## src/sv/bale_pkg.sv

```systemverilog
// shared types and constants of the bounded array list engine
package bale_pkg;

	localparam int unsigned CAPACITY_DEF = 16;
	localparam int unsigned DATA_W       = 32;
	localparam int unsigned POS_W        = 5;
	localparam int unsigned CMD_W        = 3;

	typedef enum logic [CMD_W-1:0] {
		CMD_INSERT     = 3'd0,
		CMD_DELETE     = 3'd1,
		CMD_LOCATE     = 3'd2,
		CMD_REMOVE_ALL = 3'd3,
		CMD_REVERSE    = 3'd4,
		CMD_READ       = 3'd5
	} cmd_t;

	typedef enum logic [2:0] {
		ST_IDLE,
		ST_LOAD,
		ST_WALK,
		ST_REV_RD,
		ST_REV_WLO,
		ST_REV_WHI,
		ST_FIN
	} state_t;

	typedef struct packed {
		logic accept;
		logic load;
		logic walk;
		logic rev_rd;
		logic rev_wlo;
		logic rev_whi;
		logic commit;
	} ctrl_cmd_t;

	typedef struct packed {
		logic go_walk;
		logic go_rev;
		logic walk_done;
		logic rev_last;
		logic out_free;
	} ctrl_stat_t;

endpackage

```

## src/sv/bale_cmd_if.sv

```systemverilog
// request channel of the list engine
interface bale_cmd_if import bale_pkg::*; ();
	logic                     valid;
	logic                     ready;
	logic [CMD_W-1:0]         command;
	logic [POS_W-1:0]         position;
	logic signed [DATA_W-1:0] value;

	modport source (output valid, output command, output position, output value, input ready);
	modport sink (input valid, input command, input position, input value, output ready);
endinterface

```

## src/sv/bale_rsp_if.sv

```systemverilog
// result channel of the list engine
interface bale_rsp_if import bale_pkg::*; ();
	logic                     valid;
	logic                     ready;
	logic                     ok;
	logic signed [DATA_W-1:0] element;
	logic [POS_W-1:0]         found_index;
	logic [POS_W-1:0]         list_length;

	modport source (output valid, output ok, output element, output found_index,
		output list_length, input ready);
	modport sink (input valid, input ok, input element, input found_index,
		input list_length, output ready);
endinterface

```

## src/sv/bale_ctrl.sv

```systemverilog
// controller state machine of the list engine
module bale_ctrl import bale_pkg::*; (
	input  logic       clk,
	input  logic       arst_n,
	input  logic       req_valid,
	output logic       req_ready,
	input  ctrl_stat_t stat,
	output ctrl_cmd_t  cmd
);

	state_t state_q, state_nx;

	always_ff @(posedge clk or negedge arst_n) begin
		if (!arst_n) begin
			state_q <= ST_IDLE;
		end else begin
			state_q <= state_nx;
		end
	end

	always_comb begin
		state_nx = state_q;
		unique case (state_q)
			ST_IDLE: begin
				if (req_valid) state_nx = ST_LOAD;
			end
			ST_LOAD: begin
				if (stat.go_walk) state_nx = ST_WALK;
				else if (stat.go_rev) state_nx = ST_REV_RD;
				else state_nx = ST_FIN;
			end
			ST_WALK: begin
				if (stat.walk_done) state_nx = ST_FIN;
			end
			ST_REV_RD:  state_nx = ST_REV_WLO;
			ST_REV_WLO: state_nx = ST_REV_WHI;
			ST_REV_WHI: begin
				state_nx = stat.rev_last ? ST_FIN : ST_REV_RD;
			end
			ST_FIN: begin
				if (stat.out_free) state_nx = ST_IDLE;
			end
			default: state_nx = ST_IDLE;
		endcase
	end

	always_comb begin
		req_ready   = (state_q == ST_IDLE);
		cmd.accept  = (state_q == ST_IDLE) && req_valid;
		cmd.load    = (state_q == ST_LOAD);
		cmd.walk    = (state_q == ST_WALK);
		cmd.rev_rd  = (state_q == ST_REV_RD);
		cmd.rev_wlo = (state_q == ST_REV_WLO);
		cmd.rev_whi = (state_q == ST_REV_WHI);
		cmd.commit  = (state_q == ST_FIN) && stat.out_free;
	end

endmodule

```

## src/sv/bale_dp.sv

```systemverilog
// datapath of the list engine: entry memory, walk pointers and result register
module bale_dp import bale_pkg::*; #(
	parameter int unsigned CAPACITY = CAPACITY_DEF
) (
	input  logic                     clk,
	input  logic                     arst_n,
	input  ctrl_cmd_t                cmd,
	output ctrl_stat_t               stat,
	input  logic [CMD_W-1:0]         command,
	input  logic [POS_W-1:0]         position,
	input  logic signed [DATA_W-1:0] value,
	output logic                     rsp_valid,
	input  logic                     rsp_ready,
	output logic                     ok,
	output logic signed [DATA_W-1:0] element,
	output logic [POS_W-1:0]         found_index,
	output logic [POS_W-1:0]         list_length
);

	localparam int unsigned IW = (CAPACITY > 1) ? $clog2(CAPACITY) : 1;
	localparam int unsigned CW = $clog2(CAPACITY + 1);
	localparam int unsigned XW = ((CW > POS_W) ? CW : POS_W) + 1;

	logic [DATA_W-1:0] mem [CAPACITY];

	cmd_t              op_q;
	logic [POS_W-1:0]  pos_q;
	logic [DATA_W-1:0] val_q;
	logic [CW-1:0]     cnt_q, cnt_nx;
	logic [CW-1:0]     src_q, dst_q, rem_q, proc_q, found_q;
	logic              rv_q, ok_q, rsp_valid_q;
	logic [DATA_W-1:0] rda_q, rdb_q, elem_q;

	logic [XW-1:0]     pos_x, cnt_x, found_x, len_x;
	logic              pos_ok, ins_ok, op_ok, hit, first, rd_en_a;
	logic [CW-1:0]     pos_m1, tail_len, src_init, dst_init, rem_init;
	logic              we;
	logic [IW-1:0]     waddr;
	logic [DATA_W-1:0] wdata;

	assign pos_x    = XW'(pos_q);
	assign cnt_x    = XW'(cnt_q);
	assign pos_ok   = (pos_x != '0) && (pos_x <= cnt_x);
	assign ins_ok   = (pos_x != '0) && (pos_x <= cnt_x + XW'(1)) && (cnt_x < XW'(CAPACITY));
	assign pos_m1   = CW'(pos_x - XW'(1));
	assign tail_len = CW'(cnt_x + XW'(1) - pos_x);

	// pointers and entry count for the walk of the latched request
	always_comb begin
		op_ok    = 1'b0;
		src_init = '0;
		dst_init = '0;
		rem_init = '0;
		unique case (op_q)
			CMD_INSERT: begin
				op_ok    = ins_ok;
				src_init = cnt_q - CW'(1);
				dst_init = cnt_q;
				rem_init = tail_len;
			end
			CMD_DELETE: begin
				op_ok    = pos_ok;
				src_init = pos_m1;
				dst_init = pos_m1;
				rem_init = tail_len;
			end
			CMD_READ: begin
				op_ok    = pos_ok;
				src_init = pos_m1;
				rem_init = CW'(1);
			end
			CMD_LOCATE, CMD_REMOVE_ALL: begin
				op_ok    = 1'b1;
				rem_init = cnt_q;
			end
			CMD_REVERSE: begin
				op_ok    = 1'b1;
				dst_init = cnt_q - CW'(1);
				rem_init = cnt_q >> 1;
			end
			default: op_ok = 1'b0;
		endcase
		if (!op_ok) rem_init = '0;
	end

	assign stat.go_walk   = (op_q != CMD_REVERSE) && (rem_init != '0);
	assign stat.go_rev    = (op_q == CMD_REVERSE) && (rem_init != '0);
	assign stat.walk_done = (rem_q == '0);
	assign stat.rev_last  = (rem_q == CW'(1));
	assign stat.out_free  = !rsp_valid_q || rsp_ready;

	assign hit     = (rda_q == val_q);
	assign first   = (proc_q == '0);
	assign rd_en_a = (cmd.walk && (rem_q != '0)) || cmd.rev_rd;

	// single write port: walk copy, swap halves, or the final insert
	always_comb begin
		we    = 1'b0;
		waddr = dst_q[IW-1:0];
		wdata = rda_q;
		priority if (cmd.walk && rv_q) begin
			unique case (op_q)
				CMD_INSERT:     we = 1'b1;
				CMD_DELETE:     we = !first;
				CMD_REMOVE_ALL: we = !hit;
				default:        we = 1'b0;
			endcase
		end else if (cmd.rev_wlo) begin
			we    = 1'b1;
			waddr = src_q[IW-1:0];
			wdata = rdb_q;
		end else if (cmd.rev_whi) begin
			we = 1'b1;
		end else if (cmd.commit && (op_q == CMD_INSERT) && ok_q) begin
			we    = 1'b1;
			waddr = pos_m1[IW-1:0];
			wdata = val_q;
		end else begin
			we = 1'b0;
		end
	end

	always_comb begin
		cnt_nx = cnt_q;
		if (ok_q) begin
			unique case (op_q)
				CMD_INSERT:     cnt_nx = cnt_q + CW'(1);
				CMD_DELETE:     cnt_nx = cnt_q - CW'(1);
				CMD_REMOVE_ALL: cnt_nx = dst_q;
				default:        cnt_nx = cnt_q;
			endcase
		end
	end

	assign found_x = XW'(found_q);
	assign len_x   = XW'(cnt_nx);

	always_ff @(posedge clk or negedge arst_n) begin
		if (!arst_n) begin
			cnt_q       <= '0;
			rsp_valid_q <= 1'b0;
		end else begin
			if (cmd.commit) begin
				cnt_q       <= cnt_nx;
				rsp_valid_q <= 1'b1;
			end else if (rsp_ready) begin
				rsp_valid_q <= 1'b0;
			end
		end
	end

	always_ff @(posedge clk) begin
		if (cmd.accept) begin
			op_q  <= cmd_t'(command);
			pos_q <= position;
			val_q <= value;
		end
		if (cmd.load) begin
			ok_q    <= op_ok;
			src_q   <= src_init;
			dst_q   <= dst_init;
			rem_q   <= rem_init;
			rv_q    <= 1'b0;
			proc_q  <= '0;
			found_q <= '0;
			elem_q  <= '0;
		end
		if (cmd.walk) begin
			rv_q <= (rem_q != '0);
			if (rem_q != '0) begin
				rem_q <= rem_q - CW'(1);
				src_q <= (op_q == CMD_INSERT) ? src_q - CW'(1) : src_q + CW'(1);
			end
			if (rv_q) begin
				proc_q <= proc_q + CW'(1);
				unique case (op_q)
					CMD_INSERT: dst_q <= dst_q - CW'(1);
					CMD_DELETE: begin
						if (first) elem_q <= rda_q;
						else dst_q <= dst_q + CW'(1);
					end
					CMD_READ: elem_q <= rda_q;
					CMD_LOCATE: begin
						if (hit && (found_q == '0)) found_q <= proc_q + CW'(1);
					end
					CMD_REMOVE_ALL: begin
						if (!hit) dst_q <= dst_q + CW'(1);
					end
					default: ;
				endcase
			end
		end
		if (cmd.rev_whi) begin
			src_q <= src_q + CW'(1);
			dst_q <= dst_q - CW'(1);
			rem_q <= rem_q - CW'(1);
		end
		if (cmd.commit) begin
			ok          <= ok_q;
			element     <= elem_q;
			found_index <= found_x[POS_W-1:0];
			list_length <= len_x[POS_W-1:0];
		end
	end

	always_ff @(posedge clk) begin
		if (rd_en_a) rda_q <= mem[src_q[IW-1:0]];
		if (cmd.rev_rd) rdb_q <= mem[dst_q[IW-1:0]];
		if (we) mem[waddr] <= wdata;
	end

	assign rsp_valid = rsp_valid_q;

endmodule

```

## src/sv/bounded_array_list_engine.sv

```systemverilog
// bounded array list engine: top level with controller and datapath
// Keeps an ordered list of up to CAPACITY signed 32-bit entries in a memory with one write
// port and two registered read ports, and handles one request at a time, each giving one
// result. Entries are moved one per cycle through the single write port: insert, delete,
// read, locate and remove-all are latched, loaded, walk m entries and then fill the result
// register, where m is the number of entries walked (up to the list length, at most
// CAPACITY); reverse reads both ends of each of the floor(length / 2) pairs and writes
// them back, low end first. Failed and unknown requests walk no entry. A new request is
// taken while the previous result still waits on the result channel; the next result then
// waits in its final state until the previous one has left.
module bounded_array_list_engine import bale_pkg::*; #(
	parameter int unsigned CAPACITY = CAPACITY_DEF
) (
	input logic        clk,
	input logic        arst_n,
	bale_cmd_if.sink   request,
	bale_rsp_if.source result
);

	ctrl_cmd_t  cmd;
	ctrl_stat_t stat;

	bale_ctrl u_ctrl (
		.clk       (clk),
		.arst_n    (arst_n),
		.req_valid (request.valid),
		.req_ready (request.ready),
		.stat      (stat),
		.cmd       (cmd)
	);

	bale_dp #(
		.CAPACITY (CAPACITY)
	) u_dp (
		.clk         (clk),
		.arst_n      (arst_n),
		.cmd         (cmd),
		.stat        (stat),
		.command     (request.command),
		.position    (request.position),
		.value       (request.value),
		.rsp_valid   (result.valid),
		.rsp_ready   (result.ready),
		.ok          (result.ok),
		.element     (result.element),
		.found_index (result.found_index),
		.list_length (result.list_length)
	);

	// a failed request reports no element and no index
	a_fail_clean: assert property (@(posedge clk) disable iff (!arst_n)
		(result.valid && !result.ok) |-> (result.element == '0) && (result.found_index == '0))
		else $error("failed request carries element or index");

	// no result can appear in the cycle right after a request is taken
	a_no_early_result: assert property (@(posedge clk) disable iff (!arst_n)
		(request.valid && request.ready) |=> !$rose(result.valid))
		else $error("result raised too early after request");

	// ready only drops when a request was taken
	a_ready_drop: assert property (@(posedge clk) disable iff (!arst_n)
		$fell(request.ready) |-> $past(request.valid))
		else $error("ready dropped without a request");

endmodule

```

## src/flat_wrapper.sv

```systemverilog
// flat-port wrapper written by rule: the top's interface ports become plain ports
module bounded_array_list_engine_flat import bale_pkg::*;
#(
	parameter int unsigned CAPACITY = CAPACITY_DEF
)
  (clk, arst_n, request_valid, request_command, request_position, request_value, request_ready, result_valid, result_ok, result_element, result_found_index, result_list_length, result_ready);
  bale_cmd_if request_i ();
  bale_rsp_if result_i ();
  input logic clk;
  input logic arst_n;
  input wire logic [$bits(request_i.valid)-1:0] request_valid;
  input wire logic [$bits(request_i.command)-1:0] request_command;
  input wire logic [$bits(request_i.position)-1:0] request_position;
  input wire logic [$bits(request_i.value)-1:0] request_value;
  output wire logic [$bits(request_i.ready)-1:0] request_ready;
  output wire logic [$bits(result_i.valid)-1:0] result_valid;
  output wire logic [$bits(result_i.ok)-1:0] result_ok;
  output wire logic [$bits(result_i.element)-1:0] result_element;
  output wire logic [$bits(result_i.found_index)-1:0] result_found_index;
  output wire logic [$bits(result_i.list_length)-1:0] result_list_length;
  input wire logic [$bits(result_i.ready)-1:0] result_ready;
  assign request_i.valid = request_valid;
  assign request_i.command = request_command;
  assign request_i.position = request_position;
  assign request_i.value = request_value;
  assign request_ready = request_i.ready;
  assign result_valid = result_i.valid;
  assign result_ok = result_i.ok;
  assign result_element = result_i.element;
  assign result_found_index = result_i.found_index;
  assign result_list_length = result_i.list_length;
  assign result_i.ready = result_ready;
  bounded_array_list_engine #(.CAPACITY(CAPACITY)) u_core (.clk(clk), .arst_n(arst_n), .request(request_i), .result(result_i));
endmodule
```

## config.mk

```make
export PLATFORM = sky130hd
export DESIGN_NAME = bounded_array_list_engine_flat
export DESIGN_NICKNAME = d
export VERILOG_FILES = /design/src/sv/bale_pkg.sv /design/src/sv/bale_cmd_if.sv /design/src/sv/bale_rsp_if.sv /design/src/sv/bale_ctrl.sv /design/src/sv/bale_dp.sv /design/src/sv/bounded_array_list_engine.sv /design/src/flat_wrapper.sv
export SDC_FILE = /design/constraint.sdc
export NUM_CORES = 1
export LEC_CHECK = 0
export BUFFER_PORTS_ARGS = -buffer_cell sky130_fd_sc_hd__buf_2
export CAP_MARGIN = 10
export CORE_MARGIN = 2
export CORE_UTILIZATION = 54
export CTS_CLUSTER_DIAMETER = 30
export CTS_CLUSTER_SIZE = 8
export DETAILED_ROUTE_END_ITERATION = 16
export GPL_TIMING_DRIVEN = 0
export PLACE_DENSITY = 0.71
export SYNTH_ARGS = -nofsm -noshare
export SYNTH_HDL_FRONTEND = slang
export SYNTH_SLANG_ARGS = --single-unit
```

## constraint.sdc

```tcl
create_clock -name clk -period 11.2 [get_ports clk]
set_input_delay 1.12 -clock clk [delete_from_list [all_inputs] [get_ports clk]]
set_output_delay 1.12 -clock clk [all_outputs]
set_load 0.005 [all_outputs]
```

After elaboration in Yosys (flattened, before gate mapping) --
Memory sizes are Yosys's and may differ from the RTL's. A register that Yosys moved wholly into a read port is not among the register bits. Index checks and enable logic that the tools add are counted.
Cells by class: add/subtract/negate cells 11, magnitude comparators 3, equality and inequality tests 17, multiplexer cells 62, reduce and logical (&&, ||, !) cells 32
Operators with widths (number):
- 32-bit 2-to-1 mux | 8
- 5-bit 2-to-1 mux | 25
- 32-bit one-hot mux with 2 select lines | 1
- 5-bit one-hot mux with 3 select lines | 3
- 32-bit == test | 1
- 5-bit by 1-bit subtractor with 5-bit output (second input constant) | 5
- 3-bit one-hot mux with 7 select lines | 1
- 5-bit by 1-bit adder with 5-bit output (second input constant) | 4
- 5-bit one-hot mux with 4 select lines | 1
- 3-bit 2-to-1 mux | 6
- 4-bit 2-to-1 mux | 4
- 3-bit == test (second input constant) | 5
- 5-bit zero test | 3
- 3-bit by 2-bit == test with 1-bit output (second input constant) | 4
- 1-bit logical AND | 12
- 1-bit 2-to-1 mux | 10
- 5-bit one-hot mux with 2 select lines | 1
- 5-bit nonzero test | 2
- 5-bit by 1-bit adder with 6-bit output (second input constant) | 1
- 3-bit by 1-bit == test with 1-bit output (second input constant) | 2
- 5-bit by 6-bit less-or-equal comparator with 1-bit output | 1
- 3-bit zero test | 2
- 1-bit one-hot mux with 3 select lines | 2
- 6-bit nonzero test | 1
- 13 further kinds | 20
Word-level totals: register bits 151, memory bits (writable) 512, bits of input ports 44, output and inout bits 45, logic and storage cells 144, memories 1
Memories:
- u_core.u_dp.mem | depth 16, width 32, rd ports 2, clocked after Yosys merged registers in 2, wr ports 1, RTL line bale_dp.sv:24 | logic [DATA_W-1:0] mem [CAPACITY];

Longest topological paths before layout --
Gate-level depths: netlist (run 1).
word-level depth 11, gate-level depth with buffers 12, depth with buffers taken out 11

Hierarchy --
From an unflattened synthesis (run 1), not the netlist that was laid out.
Second synthesis, totals: cells, all modules 1824, area total of the unflattened synthesis 33110.5 um2
Modules (own cells, without submodules):
- bale_dp | times used 1, cells each 1795, area each 32872.8 um2, seq. area each 21120.3 um2
- bale_ctrl | times used 1, cells each 29, area each 237.7 um2, seq. area each 75.1 um2

Least setup slack after synthesis (run 1) --
No wires, ideal clock.
path kind in2reg, from input port result_ready, to memory u_core.u_dp.mem[13][0] (enable), library setup time 461 ps, data arrival time 4586 ps, required time 10739 ps, setup slack 6153 ps, stages 7, path buffers 1, path through nand2b_1 -> and4_1 -> nor2_1 -> a221o_1 -> a21bo_1 -> buf_2 -> nor3_1
On the way: word-level cells in the longest chain between the ends 10, elaborated cells between the ends (all ways) 14, those cells by class 10 x mux; 4 x reduce/logical
RTL lines:
- from (decl) | RTL line flat_wrapper.sv:21 | input wire logic [$bits(result_i.ready)-1:0] result_ready;
- 1-bit logical OR * | RTL line bale_dp.sv:90 | assign stat.out_free = !rsp_valid_q || rsp_ready;
- 1-bit logical AND * | RTL line bale_ctrl.sv:55 | cmd.commit = (state_q == ST_FIN) && stat.out_free;
- 1-bit logical AND * (2 in a row) | RTL line bale_dp.sv:114 | end else if (cmd.commit && (op_q == CMD_INSERT) && ok_q) begin
- 1-bit 2-to-1 mux | RTL line bale_dp.sv:114
- 1-bit 2-to-1 mux | RTL line bale_dp.sv:112 | end else if (cmd.rev_whi) begin
- 1-bit 2-to-1 mux | RTL line bale_dp.sv:108 | end else if (cmd.rev_wlo) begin
- 1-bit 2-to-1 mux | RTL line bale_dp.sv:101 | priority if (cmd.walk && rv_q) begin
- 1-bit 2-to-1 mux | RTL line bale_dp.sv:209 | if (we) mem[waddr] <= wdata;
- 1-bit 2-to-1 mux (implied by the code) | RTL line bale_dp.sv:209
- to (decl) | RTL line bale_dp.sv:24
Every way passes the cells marked *; elsewhere a longest branch is shown, timed or not.

Worst setup path in the final report (run 1) --
from register u_core.u_dp.op_q[0], to memory u_core.u_dp.mem[14][6] (data pin)
On the way: word-level cells in the longest chain between the ends 7
RTL lines:
- from (decl) | RTL line bale_dp.sv:26 | cmd_t op_q;
- from (signal assigned) | RTL line bale_dp.sv:154 | op_q <= cmd_t'(command);
- 3-bit zero test | RTL line bale_dp.sv:114
- 1-bit logical AND (2 in a row) | RTL line bale_dp.sv:114
- 32-bit 2-to-1 mux | RTL line bale_dp.sv:114
- 32-bit 2-to-1 mux | RTL line bale_dp.sv:112
- 32-bit 2-to-1 mux | RTL line bale_dp.sv:108
- 32-bit 2-to-1 mux | RTL line bale_dp.sv:101
- named net u_core.u_dp.wdata[6] | RTL line bale_dp.sv:39 | logic [DATA_W-1:0] wdata;
The timed path passes the listed nets, and every way through them passes these cells.

==> summary.txt, run 1 <==
status -> finished, final reports clean
Yosys warnings -> 0
Simple-Gate Fraction of Synth Area -> 0.0611
Crit Path Class -> flip-flop to flip-flop
max_cap viols -> 0
Syn-to-layout area delta -> 21.1%
die height -> 253 um
maximum clock path buffer count -> 3
largest net degree at the start of global routing -> 51
row cnt -> 91
Netlist cell types -> 77
DP HPWL -> 75,200 um
clk_skew -> 28.9 ps
fin crit period -> 4430 ps
Die X -> 253 um
Cell Area, Synth -> 33,500 sq um
Routed Antenna Nets -> 0
CP endpoint kind -> flip-flop
crit start category -> flip-flop
compound-cell area share of the yosys netlist -> 0.0971
Tot GR Track Use -> 0.359
TritonCTS clock tree -> yes
worst slew pin tran -> 1360 ps
Setup TNS -> 0 ps
P_sw -> 0.00517 W
power per cell area -> 335 nW/um^2
clock network fraction of design power -> 0.309
multi-input logic area -> 11,700 sq um
die area -> 64,000 sq um
Top FF cell, synth -> edfxtp_1
Arr. time, crit path -> 4800 ps
period utilization -> 0.396
asr flop ratio synth -> 0.0124
core area -> 61,500 sq um
fmax -> 226 MHz
Clock Latency Late Sink -> 740 ps
Worst Hold Class -> input pin to async pin
dpl ws -> 6650 ps
Ports -> 89
setup violators final -> 0
design area -> 40,600 sq um
net switching share of the total power -> 0.380
Routed wire per std cell -> 32.7 um
CTS Hold Bufs -> 0
Post-route DRC -> 0
clock sinks -> 726
vias in the first global route -> 23,900
gr ovfl total -> 0
Slew HR -> 0.0954
DP Area -> 35,700 sq um
Int Power -> 0.00843 W
Starting DRT DRC Count -> 3,848
Critical Path RT -> 11,570 ps
H-tree Lvls -> 4
ant diodes -> 0
final core utilization -> 0.660
syn_nets -> 2,372
synthesis-stage register bit count -> 726
Fillers -> 4,241
initial core utilization -> 0.545
CTS clk-pin slew, worst paths -> 40 ps
# nets final -> 2,655
combinational family with the most area after synthesis -> multiplexers
post-CTS setup buffer count -> 0
Crit Path Max Fanout -> 16
Seq pwr share -> 0.315
number of enable flip-flop cells after synthesis -> 661
leakage -> 14.5 nW
RSZ-0062 raised after global routing -> false
CTS Buf Count -> 146
Synth Area in Adders -> 0.00994
RD Place Congestion -> 0.943
I/O Buffers -> 88
DRT Wirelength -> 114,000 um
post-synthesis instance total -> 2,302
CTS Root Cell -> clkbuf_16
mux cell area share after synthesis -> 0.165
VDD IR-drop max -> 0.000182 V
worst setup margin -> 6770 ps
Register Area -> 21,200 sq um
Final Max Tran Viols -> 0
Resized cells post-CTS -> 0
sequential share of the synthesized area -> 0.633
layout cells sized above 1 -> 0.209
Post-Synth XOR/XNOR Area -> 0.0123
Syn Area/Cell -> 14.5 sq um
Combinational Power Share -> 0.376
Final Hold Viols -> 0
first-pass GRT wire length -> 161,000 um
Vias -> 24,000
antenna violations before repair -> 0
routed vias/inst -> 6.88
drt pass-1 iters -> 6
WHS -> 281 ps
==> flip-flops by register name, indices dropped and copies added (netlist names) <==
register                 count
u_core.u_dp.rda_q           32
u_core.u_dp.op_q             3
u_core.u_dp.proc_q           5
u_core.u_dp.rdb_q           32
u_core.u_dp.cnt_q            5
u_core.u_dp.rv_q             1
u_core.u_dp.dst_q            5
u_core.u_dp.val_q           32
u_core.u_dp.ok_q             1
u_core.u_dp.pos_q            5
u_core.u_dp.list_length      5
u_core.u_dp.elem_q          32
u_core.u_dp.rsp_valid        1
u_core.u_dp.found_q          5
u_core.u_dp.ok               1
u_core.u_dp.mem            512
u_core.u_dp.src_q            4
u_core.u_dp.found_index      5
u_core.u_dp.rem_q            5
u_core.u_dp.element         32
u_core.u_ctrl.state_q        3
==> per-layer routing <==
metal  part of all wire  GRT usage  vias to the layer above
met1               0.35      0.463                    11800
met4              0.061      0.211                        0
li1                   -          -                     9760
met2               0.44      0.532                     1990
met5                  0          0                        -
met3               0.14      0.120                      450
==> synthesized netlist by cell type (5+ instances only) <==
master | count | share of area
a211oi_1 | 6 | 0.0013
a21oi_1 | 90 | 0.013
a221oi_1 | 67 | 0.018
a22o_1 | 53 | 0.014
a22oi_1 | 66 | 0.015
a31oi_1 | 10 | 0.0019
and2_1 | 7 | 0.0013
buf_1 | 20 | 0.0022
buf_2 | 38 | 0.0057
clkbuf_1 | 89 | 0.010
dfrtp_1 | 9 | 0.0067
dfxtp_1 | 56 | 0.033
edfxtp_1 | 661 | 0.59
ha_1 | 25 | 0.0093
inv_1 | 27 | 0.0030
mux2_2 | 5 | 0.0017
mux2i_1 | 253 | 0.076
mux4_2 | 130 | 0.087
nand2_1 | 189 | 0.021
nand2b_1 | 7 | 0.0013
nand3_1 | 18 | 0.0027
nand4_1 | 11 | 0.0021
nor2_1 | 158 | 0.018
nor2b_1 | 17 | 0.0032
nor3_1 | 19 | 0.0028
o21ai_0 | 103 | 0.015
o22ai_1 | 37 | 0.0069
xnor2_1 | 39 | 0.010
xor2_1 | 8 | 0.0021
==> per-stage QoR <==
step | total power [W] | instances
final | 0.0136 | 3488
after global routing | 0.0140 | 3488
after CTS | 0.0134 | 3483
after detailed placement | 0.00917 | 3222
after global placement | 0.00893 | 3180
after floorplan | 0.00720 | 2302
==> cells in the final DEF (no fill, tap or decap), types with 14 or more instances in the layout <==
cell         n
a22o_1      53
mux2i_1    253
clkinv_2    26
clkbuf_1   119
ha_1        25
clkbuf_16  150
bufinv_16   14
xnor2_1     39
clkinv_1    15
inv_1       27
nor2_1     148
a22oi_1     66
nand2_1    189
nor2b_1     17
nand3_1     18
buf_2      127
a221oi_1    67
o21ai_0    102
o22ai_1     37
edfxtp_1   661
mux4_2     130
buf_6       20
nor3_1      15
buf_1       20
a21oi_1     90
dfxtp_1     56
==> cell families (layout without fill, tap and decap cells) <==
kind of cell               Yosys count  in the layout
buffers and inverters              179            575
xor gates and xnor gates            47             47
adders and majority gates           26             26
muxes                              388            388
and+or+nand+nor                    460            460
AOI/OAI and AO/OA                  476            476
DFF                                726            726
==> worst max-delay path: stages, from the launching register on <==
cell and delay, ps:
edfxtp_1 510, nor3_2 610, nand4_1 750, nand2_1 520
buf_1 780, nor2_1 90, nor2_1 790
==> power groups by stage <==
stage	clock, W	sequential (W)	combinational [W]
2_1_floorplan	0	0.00420	0.00301
3_3_place_gp	0	0.00432	0.00461
3_5_place_dp	0	0.00431	0.00487
4_1_cts	0.00421	0.00427	0.00490
5_1_grt	0.00436	0.00431	0.00528
6_report	0.00421	0.00428	0.00511
==> final cells by class <==
| type | instances | area share |
|---|---|---|
| plain buffers | 149 | 0.0154 |
| clock buffers | 188 | 0.0978 |
| clock inverters | 73 | 0.0200 |
| inverters | 30 | 0.00290 |
| multi-input cells | 1397 | 0.288 |
| flip-flops and latches | 726 | 0.523 |
| well taps | 790 | 0.0244 |
| repair buffers | 135 | 0.0294 |
==> worst paths after layout <==
check,start,endpoint,slack (ps),depth (start not counted)
max in group asynchronous,arst_n,u_core.u_ctrl.state_q[1],10690,1
min in group clk,u_core.u_dp.elem_q[1],u_core.u_dp.element[1],430,0
min,arst_n,u_core.u_dp.cnt_q[3],280,1
min reg2reg,u_core.u_dp.elem_q[1],u_core.u_dp.element[1],430,0
max,u_core.u_dp.op_q[0],u_core.u_dp.mem[14][6],6770,6
max reg2reg,u_core.u_dp.op_q[0],u_core.u_dp.mem[14][6],6770,6
(Power assumes the default switching activity.)
==> run 2: changes to the inputs <==
Settings changed: PLACE_DENSITY 0.71 to 0.73.
Clock period 11.2 ns to 4.02 ns, I/O delays scaled along.
==> run 2 against run 1 <==
Compared with the run above: final area is 1.7% higher; via count is 1.1% higher; critical path type unchanged; register-to-register slack worse by 6700 ps; setup slack worse by 6700 ps; clock skew is 14 ps higher; global-route usage is 0.34 points lower; flip-flop and latch count stayed put; core utilization is 1.1 points higher; critical path depth is 4 higher; largest cell class unchanged; sequential share of layout area is 0.85 points lower; highest routed layer is now met5; count of clock-buffer cells in the layout is 6 higher.
==> summary.txt, run 2 (synthesized netlist as in run 1, its figures left out) <==
CTS Buf Count -> 144
fmax -> 252 MHz
clk_skew -> 42.4 ps
Starting DRT DRC Count -> 4,190
gr ovfl total -> 0
Routed wire per std cell -> 32.1 um
setup violators final -> 0
DP HPWL -> 73,500 um
die area -> 64,000 sq um
RD Place Congestion -> 0.942
commonest non-fill, non-tap cell in the layout -> edfxtp_1
crit start category -> flip-flop
CP endpoint kind -> flip-flop
fin crit period -> 3970 ps
TritonCTS clock tree -> yes
Final Max Tran Viols -> 0
Worst Hold Class -> input pin to async pin
period utilization -> 0.987
RSZ-0062 raised after global routing -> false
most frequent cells in the layout -> edfxtp_1, mux2i_1, nand2_1
Routed Antenna Nets -> 0
drt pass-1 iters -> 7
CTS Root Cell -> clkbuf_16
Setup crit start -> u_core.u_dp.rda_q[3]
clock sinks -> 726
# nets final -> 2,693
layout cells sized above 1 -> 0.208
power per cell area -> 931 nW/um^2
largest reg by FF count -> u_core.u_dp.mem
Largest register FFs -> 512
maximum clock path buffer count -> 3
CTS clk-pin slew, worst paths -> 50 ps
antenna violations before repair -> 2
Slew HR -> 0.106
reg-to-reg startpoint -> u_core.u_dp.rda_q[3]
vias in the first global route -> 23,800
Crit Path Class -> flip-flop to flip-flop
design area -> 41,200 sq um
Finished Layout Cells -> 3,528
die height -> 253 um
DP Area -> 35,700 sq um
Post-route DRC -> 0
Arr. time, crit path -> 4430 ps
max_cap viols -> 0
Syn-to-layout area delta -> 23.1%
Die X -> 253 um
initial core utilization -> 0.545
H-tree Lvls -> 4
Vias -> 24,200
WHS -> 78.8 ps
ant diodes -> 0
status -> finished, final reports clean
first-pass GRT wire length -> 160,000 um
Critical Path RT -> 4480 ps
routed vias/inst -> 6.87
Tot GR Track Use -> 0.356
core area -> 61,500 sq um
Ports -> 89
Final Hold Viols -> 0
Inst Count DP -> 3,217
largest net degree at the start of global routing -> 51
leakage -> 14.7 nW
Clock Latency Late Sink -> 750 ps
I/O Buffers -> 88
Setup TNS -> 0 ps
DRT Wirelength -> 113,000 um
row cnt -> 91
VDD IR-drop max -> 0.000485 V
Crit Path Max Fanout -> 8
worst slew pin tran -> 1340 ps
## run 2: cell count changes in the layout (fill, tap and decap cells not counted), moves of 4 or more
cell and delta:
buf_16 +4, buf_4 +4, buf_6 -12, buf_8 +4
clkbuf_8 +4, clkinv_1 -5, clkinv_2 -13, clkinvlp_4 +8
dlygate4sd3_1 +41, nor3_2 -4, nor3_4 +4
## run 2: final timing paths
kind | slack (ps) | cells past startpoint | end
max | 50 | 10 | u_core.u_dp.mem[7][15]
min | 80 | 2 | u_core.u_dp.cnt_q[1]
max reg2reg | 50 | 10 | u_core.u_dp.mem[7][15]
min reg2reg | 430 | 0 | u_core.u_dp.element[7]
max in group asynchronous | 3730 | 2 | u_core.u_ctrl.state_q[0]
min in group clk | 90 | 3 | u_core.u_dp.rsp_valid
## run 2: what timing repair did
item	CTS	global route
endpoints found under the hold margin	49	0
pin swaps	1	0
setup endpoints to repair	470	10
setup buffers	3	0
resized for setup	3	4
hold buffers	41	0
## run 2: per-layer routing
metal | up-vias | share of wire | wire length (um) | global-route usage
li1 | 9833 | - | - | -
met1 | 11800 | 0.34 | 38700 | 0.444
met2 | 2113 | 0.45 | 50400 | 0.538
met3 | 463 | 0.15 | 16600 | 0.122
met4 | 2 | 0.066 | 7410 | 0.217
met5 | - | 0.000088 | 10 | 0
## run 2: area by class of cell
class,count,area (sq um)
buffer,149,628
clock buffer,194,3990
clock inverter,67,962
fill,4130,20200
inverter,30,118
multi-input combinational,1397,11700
sequential,726,21200
tap,790,988
timing repair buffer,175,1650
## run 2: power breakdown
part           total (W)  internal (W)  switching, W
logic             0.0144       0.00463       0.00975
clock network     0.0121       0.00806       0.00402
registers         0.0119        0.0111      0.000851
total             0.0384        0.0238        0.0146
## run 2: stage by stage
stage                util  worst slack (ps)  power, W
finish              0.671              53.9    0.0384
global route        0.671              43.8    0.0393
CTS                 0.669               132    0.0377
detailed placement  0.581              -330    0.0255
global placement    0.568             -4810    0.0248
floorplan               -              -449    0.0201
## run 2: critical path, cell delays in order (launching register included)
cell and delay [ps]:
edfxtp_1 480, xnor2_1 680, nand4_1 290, nor4_1 230
nand2_1 300, o21ai_2 460, a21o_2 470, nor3_4 160
buf_6 220, buf_8 160, buf_4 210
